## src/hw/rtl/hsvrgb_pkg.sv

```systemverilog
// Shared types, constants and helpers for the HSV to RGB pixel pipeline.
// No dependencies.
package hsvrgb_pkg;

  localparam int unsigned HUE_W    = 16;
  localparam int unsigned CHAN_W   = 8;
  localparam int unsigned PROD_W   = 16;  // b*s and b*(255-s)
  localparam int unsigned WEIGHT_W = 13;  // 0..7680
  localparam int unsigned BW_W     = PROD_W + WEIGHT_W;
  localparam int unsigned T_W      = BW_W - 9;  // b*s*w / 512
  localparam int unsigned SEC_W    = 3;

  localparam logic [WEIGHT_W-1:0] SECTOR_CODES = 13'd7680;
  localparam logic [CHAN_W-1:0]   FULL_SCALE   = 8'd255;
  // floor(2^24 / 15): underestimating reciprocal, fixed by one correction step
  localparam logic [20:0]         RECIP15      = 21'd1118481;
  // 257 / 2^16 underestimates 1/255, fixed by one correction step
  localparam logic [8:0]          RECIP255     = 9'd257;

  localparam logic [SEC_W-1:0] SECTOR_GRAY = 3'd6;

  // Stage record leaving the front end
  typedef struct packed {
    logic                  valid;
    logic [SEC_W-1:0]      sector;
    logic [CHAN_W-1:0]     bright;
    logic [PROD_W-1:0]     prod_a;   // b*(255-s)
    logic [BW_W-1:0]       prod_bw;  // b*s*w
  } prep_t;

  // Stage record leaving the quotient section
  typedef struct packed {
    logic                  valid;
    logic [SEC_W-1:0]      sector;
    logic [CHAN_W-1:0]     bright;
    logic [CHAN_W-1:0]     gray;     // floor(b*(255-s)/255)
    logic [PROD_W-1:0]     y;        // floor(x numerator / 7680)
    logic [CHAN_W-1:0]     xest;     // y/255, may be one low
  } quot_t;

  function automatic logic [SEC_W-1:0] sector_of(input logic [HUE_W-1:0] hue);
    logic [SEC_W-1:0] sec;
    sec = SECTOR_GRAY;
    if (hue < 16'd7680) begin
      sec = 3'd0;
    end else if (hue < 16'd15360) begin
      sec = 3'd1;
    end else if (hue < 16'd23040) begin
      sec = 3'd2;
    end else if (hue < 16'd30720) begin
      sec = 3'd3;
    end else if (hue < 16'd38400) begin
      sec = 3'd4;
    end else if (hue < 16'd46080) begin
      sec = 3'd5;
    end
    return sec;
  endfunction

  function automatic logic [HUE_W-1:0] sector_base(input logic [SEC_W-1:0] sec);
    logic [HUE_W-1:0] base;
    case (sec)
      3'd1:    base = 16'd7680;
      3'd2:    base = 16'd15360;
      3'd3:    base = 16'd23040;
      3'd4:    base = 16'd30720;
      3'd5:    base = 16'd38400;
      default: base = 16'd0;
    endcase
    return base;
  endfunction

endpackage

```

## src/hw/rtl/hsvrgb_prep.sv

```systemverilog
// Front end: hue sector and weight, chroma products, then b*s*w.
// Depends on hsvrgb_pkg. Two register stages.
module hsvrgb_prep
  import hsvrgb_pkg::*;
(
  input  logic                clk,
  input  logic                rst_n,
  input  logic                ce,
  input  logic                in_valid,
  input  logic [HUE_W-1:0]    hue,
  input  logic [CHAN_W-1:0]   saturation,
  input  logic [CHAN_W-1:0]   brightness,
  output prep_t               stage_o
);

  // stage 1
  logic                  v1_r;
  logic [SEC_W-1:0]      sec1_r, sec1_nxt;
  logic [WEIGHT_W-1:0]   w1_r, w1_nxt;
  logic [CHAN_W-1:0]     b1_r;
  logic [PROD_W-1:0]     pa1_r, pa1_nxt;
  logic [PROD_W-1:0]     pb1_r, pb1_nxt;
  logic [HUE_W-1:0]      offset;
  logic [WEIGHT_W-1:0]   off13;
  // stage 2
  prep_t                 s2_r, s2_nxt;

  always_comb begin
    sec1_nxt = sector_of(hue);
    offset   = hue - sector_base(sec1_nxt);
    off13    = offset[WEIGHT_W-1:0];
    // rising edge in even sectors, falling in odd ones; gray hues carry no weight
    if (sec1_nxt == SECTOR_GRAY) begin
      w1_nxt = '0;
    end else begin
      w1_nxt = sec1_nxt[0] ? (SECTOR_CODES - off13) : off13;
    end
    pa1_nxt  = PROD_W'(brightness) * PROD_W'(FULL_SCALE - saturation);
    pb1_nxt  = PROD_W'(brightness) * PROD_W'(saturation);
  end

  always_ff @(posedge clk) begin
    if (!rst_n) begin
      v1_r <= 1'b0;
    end else if (ce) begin
      v1_r <= in_valid;
    end
  end

  always_ff @(posedge clk) begin
    if (ce) begin
      sec1_r <= sec1_nxt;
      w1_r   <= w1_nxt;
      b1_r   <= brightness;
      pa1_r  <= pa1_nxt;
      pb1_r  <= pb1_nxt;
    end
  end

  always_comb begin
    s2_nxt.valid   = v1_r;
    s2_nxt.sector  = sec1_r;
    s2_nxt.bright  = b1_r;
    s2_nxt.prod_a  = pa1_r;
    s2_nxt.prod_bw = BW_W'(pb1_r) * BW_W'(w1_r);
  end

  always_ff @(posedge clk) begin
    if (!rst_n) begin
      s2_r.valid <= 1'b0;
    end else if (ce) begin
      s2_r.valid <= s2_nxt.valid;
    end
    if (ce) begin
      s2_r.sector  <= s2_nxt.sector;
      s2_r.bright  <= s2_nxt.bright;
      s2_r.prod_a  <= s2_nxt.prod_a;
      s2_r.prod_bw <= s2_nxt.prod_bw;
    end
  end

  assign stage_o = s2_r;

  // both products split 255*b
  a_prod_sum: assert property (@(posedge clk) disable iff (!rst_n)
    v1_r |-> (17'(pa1_r) + 17'(pb1_r)) == 17'(b1_r) * 17'(FULL_SCALE))
    else $error("chroma products do not sum to 255*b");

  // weight never exceeds one sector
  a_weight: assert property (@(posedge clk) disable iff (!rst_n)
    v1_r && sec1_r != SECTOR_GRAY |-> w1_r <= SECTOR_CODES)
    else $error("hue weight out of range");

  a_bw_bound: assert property (@(posedge clk) disable iff (!rst_n)
    s2_r.valid |-> (s2_r.prod_bw >> 9) <= 20'd975375)
    else $error("b*s*w out of range");

endmodule

```

## src/hw/rtl/hsvrgb_quot.sv

```systemverilog
// Quotient section: divides by 15 and by 255 with reciprocal multiplies.
// Depends on hsvrgb_pkg. Three register stages.
module hsvrgb_quot
  import hsvrgb_pkg::*;
(
  input  logic   clk,
  input  logic   rst_n,
  input  logic   ce,
  input  prep_t  stage_i,
  output quot_t  stage_o
);

  // stage 3: reciprocal estimates
  logic                 v3_r;
  logic [SEC_W-1:0]     sec3_r;
  logic [CHAN_W-1:0]    b3_r;
  logic [PROD_W-1:0]    a3_r;
  logic [T_W-1:0]       t3_r, t3_nxt;
  logic [PROD_W-1:0]    q3_r, q3_nxt;
  logic [CHAN_W-1:0]    g3_r, g3_nxt;
  logic [40:0]          q_full;
  logic [24:0]          g_full;

  // stage 4: corrected quotients
  logic                 v4_r;
  logic [SEC_W-1:0]     sec4_r;
  logic [CHAN_W-1:0]    b4_r;
  logic [PROD_W-1:0]    y4_r, y4_nxt;
  logic [CHAN_W-1:0]    g4_r, g4_nxt;
  logic [T_W-1:0]       rem15;
  logic [PROD_W-1:0]    qx;
  logic [PROD_W-1:0]    remg;

  // stage 5: estimate of y/255
  quot_t                s5_r;
  logic [24:0]          x_full;

  always_comb begin
    t3_nxt = stage_i.prod_bw[BW_W-1:9];
    q_full = 41'(t3_nxt) * 41'(RECIP15);
    q3_nxt = q_full[39:24];
    g_full = 25'(stage_i.prod_a) * 25'(RECIP255);
    g3_nxt = g_full[23:16];
  end

  always_comb begin
    rem15  = t3_r - T_W'(q3_r) * T_W'(15);
    qx     = q3_r + PROD_W'(rem15 >= T_W'(15));
    y4_nxt = a3_r + qx;
    remg   = a3_r - PROD_W'(g3_r) * PROD_W'(FULL_SCALE);
    g4_nxt = g3_r + CHAN_W'(remg >= PROD_W'(FULL_SCALE));
  end

  always_comb begin
    x_full = 25'(y4_r) * 25'(RECIP255);
  end

  always_ff @(posedge clk) begin
    if (!rst_n) begin
      v3_r       <= 1'b0;
      v4_r       <= 1'b0;
      s5_r.valid <= 1'b0;
    end else if (ce) begin
      v3_r       <= stage_i.valid;
      v4_r       <= v3_r;
      s5_r.valid <= v4_r;
    end
    if (ce) begin
      sec3_r      <= stage_i.sector;
      b3_r        <= stage_i.bright;
      a3_r        <= stage_i.prod_a;
      t3_r        <= t3_nxt;
      q3_r        <= q3_nxt;
      g3_r        <= g3_nxt;
      sec4_r      <= sec3_r;
      b4_r        <= b3_r;
      y4_r        <= y4_nxt;
      g4_r        <= g4_nxt;
      s5_r.sector <= sec4_r;
      s5_r.bright <= b4_r;
      s5_r.gray   <= g4_r;
      s5_r.y      <= y4_r;
      s5_r.xest   <= x_full[23:16];
    end
  end

  assign stage_o = s5_r;

  // reciprocal estimates never overshoot
  a_q15_low: assert property (@(posedge clk) disable iff (!rst_n)
    v3_r |-> 21'(q3_r) * 21'(15) <= 21'(t3_r))
    else $error("divide-by-15 estimate too high");

  a_g_low: assert property (@(posedge clk) disable iff (!rst_n)
    v3_r |-> 17'(g3_r) * 17'(FULL_SCALE) <= 17'(a3_r))
    else $error("divide-by-255 estimate too high");

  a_y_bound: assert property (@(posedge clk) disable iff (!rst_n)
    v4_r |-> y4_r <= 16'd65025)
    else $error("x numerator quotient out of range");

endmodule

```

## src/hw/rtl/hsv_to_rgb_pixel_core.sv

```systemverilog
// Top level of the HSV to RGB pixel converter: final correction, sector select
// and output register. Depends on hsvrgb_pkg, hsvrgb_prep, hsvrgb_quot.
//
// Usage:
//   Input stream (in_*): one HSV pixel per transfer. in_tdata carries hue in
//   1/128 degree units, saturation and brightness as fractions of 255.
//   Output stream (out_*): one RGB pixel per input transfer, in order.
//   Throughput: one pixel per clock while the output side does not stall;
//   the six register stages (sector/products, b*s*w multiply, reciprocal
//   estimates, quotient correction, y/255 estimate, select/output) all
//   advance together.
//   Stall: the whole pipeline holds while out_tvalid is high and out_tready
//   is low; in_tready drops in the same cycle, so no pixel is lost or
//   repeated. Empty slots (bubbles) travel through and cost nothing.
//   Reset (rst_n low, synchronous): clears every stage valid bit; data
//   registers are left as they are. No state is kept between pixels.
//   Hue of 46080 (360 degrees) and above gives gray: all channels equal
//   floor(b*(255-s)/255).
module hsv_to_rgb_pixel_core
  import hsvrgb_pkg::*;
(
  input  logic        clk,
  input  logic        rst_n,
  input  logic        in_tvalid,
  output logic        in_tready,
  input  logic [31:0] in_tdata,   // [15:0] hue, [23:16] saturation, [31:24] brightness
  output logic        out_tvalid,
  input  logic        out_tready,
  output logic [23:0] out_tdata   // [7:0] red, [15:8] green, [23:16] blue
);

  logic               ce;
  prep_t              prep_s;
  quot_t              quot_s;

  logic [PROD_W-1:0]  remx;
  logic [CHAN_W-1:0]  xv;
  logic [CHAN_W-1:0]  red_nxt, green_nxt, blue_nxt;
  logic               out_valid_r;
  logic [23:0]        out_data_r, out_data_nxt;

  // Global advance: the output register is free or being drained this cycle.
  assign ce        = !out_valid_r || out_tready;
  assign in_tready = ce;

  hsvrgb_prep u_prep (
    .clk        (clk),
    .rst_n      (rst_n),
    .ce         (ce),
    .in_valid   (in_tvalid),
    .hue        (in_tdata[15:0]),
    .saturation (in_tdata[23:16]),
    .brightness (in_tdata[31:24]),
    .stage_o    (prep_s)
  );

  hsvrgb_quot u_quot (
    .clk     (clk),
    .rst_n   (rst_n),
    .ce      (ce),
    .stage_i (prep_s),
    .stage_o (quot_s)
  );

  // Final correction of x = y/255, then place chroma (= brightness), x and gray.
  always_comb begin
    remx = quot_s.y - PROD_W'(quot_s.xest) * PROD_W'(FULL_SCALE);
    xv   = quot_s.xest + CHAN_W'(remx >= PROD_W'(FULL_SCALE));
    case (quot_s.sector)
      3'd0: begin
        red_nxt = quot_s.bright; green_nxt = xv;            blue_nxt = quot_s.gray;
      end
      3'd1: begin
        red_nxt = xv;            green_nxt = quot_s.bright; blue_nxt = quot_s.gray;
      end
      3'd2: begin
        red_nxt = quot_s.gray;   green_nxt = quot_s.bright; blue_nxt = xv;
      end
      3'd3: begin
        red_nxt = quot_s.gray;   green_nxt = xv;            blue_nxt = quot_s.bright;
      end
      3'd4: begin
        red_nxt = xv;            green_nxt = quot_s.gray;   blue_nxt = quot_s.bright;
      end
      3'd5: begin
        red_nxt = quot_s.bright; green_nxt = quot_s.gray;   blue_nxt = xv;
      end
      default: begin
        // hue at or past 360 degrees
        red_nxt = quot_s.gray;   green_nxt = quot_s.gray;   blue_nxt = quot_s.gray;
      end
    endcase
    out_data_nxt = {blue_nxt, green_nxt, red_nxt};
  end

  always_ff @(posedge clk) begin
    if (!rst_n) begin
      out_valid_r <= 1'b0;
    end else if (ce) begin
      out_valid_r <= quot_s.valid;
    end
  end

  always_ff @(posedge clk) begin
    if (ce) begin
      out_data_r <= out_data_nxt;
    end
  end

  assign out_tvalid = out_valid_r;
  assign out_tdata  = out_data_r;

  // x always lies between gray and chroma
  a_x_range: assert property (@(posedge clk) disable iff (!rst_n)
    quot_s.valid |-> (xv >= quot_s.gray) && (xv <= quot_s.bright))
    else $error("x channel outside gray..chroma");

  // gray default drives all channels equal
  a_gray_out: assert property (@(posedge clk) disable iff (!rst_n)
    ce && quot_s.valid && quot_s.sector == SECTOR_GRAY |=>
      out_tdata[7:0] == out_tdata[15:8] && out_tdata[7:0] == out_tdata[23:16])
    else $error("gray sector gave unequal channels");

  // a held pixel is not overwritten while the pipeline is frozen
  a_freeze: assert property (@(posedge clk) disable iff (!rst_n)
    !ce |=> $stable(quot_s.y) && $stable(quot_s.sector) && $stable(prep_s.prod_bw))
    else $error("pipeline moved during stall");

endmodule

```

## config.mk

```make
export PLATFORM = sky130hd
export DESIGN_NAME = hsv_to_rgb_pixel_core
export DESIGN_NICKNAME = d
export VERILOG_FILES = /design/src/hw/rtl/hsvrgb_pkg.sv /design/src/hw/rtl/hsvrgb_prep.sv /design/src/hw/rtl/hsvrgb_quot.sv /design/src/hw/rtl/hsv_to_rgb_pixel_core.sv
export SDC_FILE = /design/constraint.sdc
export NUM_CORES = 2
export LEC_CHECK = 0
export BUFFER_PORTS_ARGS = -buffer_cell sky130_fd_sc_hd__buf_2
export CORE_MARGIN = 3
export CORE_UTILIZATION = 35
export DETAILED_ROUTE_END_ITERATION = 10
export GPL_ROUTABILITY_DRIVEN = 0
export PLACE_DENSITY_LB_ADDON = 0.08
export SLEW_MARGIN = 15
export SYNTH_ARGS = -nofsm -noshare
export SYNTH_HDL_FRONTEND = slang
export SYNTH_HIERARCHICAL = 1
export SYNTH_SLANG_ARGS = --single-unit
```

## constraint.sdc

```tcl
create_clock -name clk -period 8 [get_ports clk]
set_clock_uncertainty 0.05 [all_clocks]
set_input_delay 0.4 -clock clk [delete_from_list [all_inputs] [get_ports clk]]
set_output_delay 0.4 -clock clk [all_outputs]
set_load 0.02 [all_outputs]
```

==> flow_metrics.tcl <==
set metrics [dict create \
    portBuffers 61 \
    cts.sinks 282 \
    path_clk_slew_ps 60 \
    clk_latency_ps 560 \
    slew-limit-headroom_pct 25.3 \
    finalHoldViolCount 0 \
    die_h_um 311 \
    multi_input_area_sq_um 21500 \
    hold_class "in -> reg" \
    drc 1 \
    antenna_left 0 \
    tightest_slew_ps 1120 \
    cts_buffers 36 \
    cts.repair.resized 0 \
    die_area_sq_um 96900 \
    startpoint_type "register" \
    grt_max_degree 144 \
    final_nets 4077 \
    fin_area_sq_um 35300 \
    grt_pass1_vias 22929 \
    holdBufCountCts 0 \
    dr.pass1.iters 8 \
    syn_area_sq_um 32600 \
    synthCells 3159 \
    n_fill_cell 9033 \
    vias 21394 \
    ios 62 \
    violations "DRC" \
    grt_pass1_wl_um 121000 \
    period_minus_slack_ps 7030 \
    row_count 111 \
    via_per_inst 4.79 \
    required_ps 8230 \
    crit_type "reg -> reg" \
    cts_setup_buffers 0 \
    endpoint_kind "register" \
    drtIter0Drc 813 \
    grtUsageTotal_pct 15.2 \
    antenna_cells 0 \
    worst_path_dominant_cell_family "compound AO/OA/AOI/OAI gates" \
    overflow 0 \
    status "finished with violations" \
    cts_buffer_depth 3 \
    core_sq_um 92100 \
    cts_tree "yes" \
    critical_path_arrival_ps 7260 \
    crit_path_max_fanout 6 \
    die_x_um 311 \
    tns_ps 0 \
    critPathBufInv 3 \
    areaGrowthSynthToFinish_pct 8.41 \
    synth_fp_nets 4042 \
    drv_cap 0 \
    rsz0062_at_grt "false" \
    synth_area_per_cell_sq_um 10.3 \
    dp_hpwl_um 59300 \
    drive_above_1_share_pct 4.60 \
    layout_common_cells "651 x inv_1, 455 x ha_1, 392 x fa_1" \
    setup_violations 0 \
    period_share_pct 87.9 \
    layout_commonest_cell "inv_1" \
    finalMaxSlewViolations 0 \
    seqCellArea_sq_um 8410 \
    cpPeakStageDelay_ps 550 \
    finalCoreUtilization_pct 38.4 \
    root_buffer "clkbuf_16" \
    dpl_cell_area_sq_um 34200 \
    htreeDepth 2 \
    start_util_pct 35.4 \
    antenna_found_initial 1 \
    crit_top_cell "fa_1" \
    synth_warnings 6 \
    whs_ps 74.3 \
    critPathSlowestCell "fa_1" \
    drt_wl_total_um 72200 \
    wl_per_cell_um 16.2 \
    crit_chain "inv_1, fa_1, inv_1, fa_1, fa_1, inv_1, ha_1, a21oi_1, o211ai_1, o21ai_0, o221ai_1, o21a_1, o41ai_1, o2111ai_1, fa_1, fa_1, a21o_1, a21oi_1, o21ai_0, a31oi_1, a21oi_1, a21o_1, a21oi_1, xnor2_1" \
    fmax_mhz 142 \
]
final timing paths:
kind                                     start                 end  slack (ps)  cells past startpoint
worst max-delay path            u_quot/q3_r[4]     u_quot/y4_r[14]         970                     24
worst max register to register  u_quot/q3_r[4]     u_quot/y4_r[14]         970                     24
worst min register to register  u_prep/b1_r[2]  u_prep/stage_o[47]         360                      0
worst min-delay path                 in_tvalid         u_prep/v1_r          70                      3
flip-flops by register name (all words and copies together), names as in the netlist:
signal / count
u_quot/b4_r: 8
out_tvalid: 1
u_quot/t3_r: 20
u_quot/v3_r: 1
out_tdata: 24
u_prep/sec1_r: 3
u_quot/g4_r: 8
u_quot/q3_r: 16
u_quot/b3_r: 8
u_quot/g3_r: 8
u_quot/y4_r: 16
u_prep/w1_r: 13
u_quot/sec4_r: 3
u_prep/v1_r: 1
u_quot/sec3_r: 3
u_quot/v4_r: 1
u_prep/pb1_r: 16
u_prep/pa1_r: 16
u_prep/b1_r: 8
u_prep/stage_o: 48
u_quot/a3_r: 16
u_quot/stage_o: 44
area by class of cell:
type                       instances  area share (%)
tap                             1243            4.40
sequential                       282            23.8
inverter                         651            6.91
timing repair buffer              64           0.963
clock buffer                      46            2.65
clock inverter                    18           0.467
multi-input combinational       2159            60.8
routing by layer:
| layer | wire length (um) | GRT usage, % | vias to the layer above |
|---|---|---|---|
| li1 | - | - | 10437 |
| met1 | 34000 | 20.5 | 10623 |
| met2 | 34900 | 26.3 | 258 |
| met3 | 1880 | 1.74 | 76 |
| met4 | 1450 | 3.60 | 0 |
| met5 | 0 | 0 | - |
through the flow:
stage	worst slack, ps	cells
6_report	968	4463
5_1_grt	547	4463
4_1_cts	1050	4463
3_5_place_dp	1090	4399
3_3_place_gp	1150	4399
2_1_floorplan	1770	3159
worst register-to-register path, cell delays in order (launching register included):
cell	delay, ps
edfxtp_1	420
inv_1	150
fa_1	550
inv_1	50
fa_1	480
fa_1	520
inv_1	50
ha_1	360
a21oi_1	270
o211ai_1	150
o21ai_0	470
o221ai_1	190
o21a_1	220
o41ai_1	370
o2111ai_1	200
fa_1	460
fa_1	420
a21o_1	200
a21oi_1	250
o21ai_0	170
a31oi_1	210
a21oi_1	120
a21o_1	190
a21oi_1	160
xnor2_1	80
Power is not shown: default switching activity piles up to over one toggle a cycle in this logic, so the estimate is an artifact.
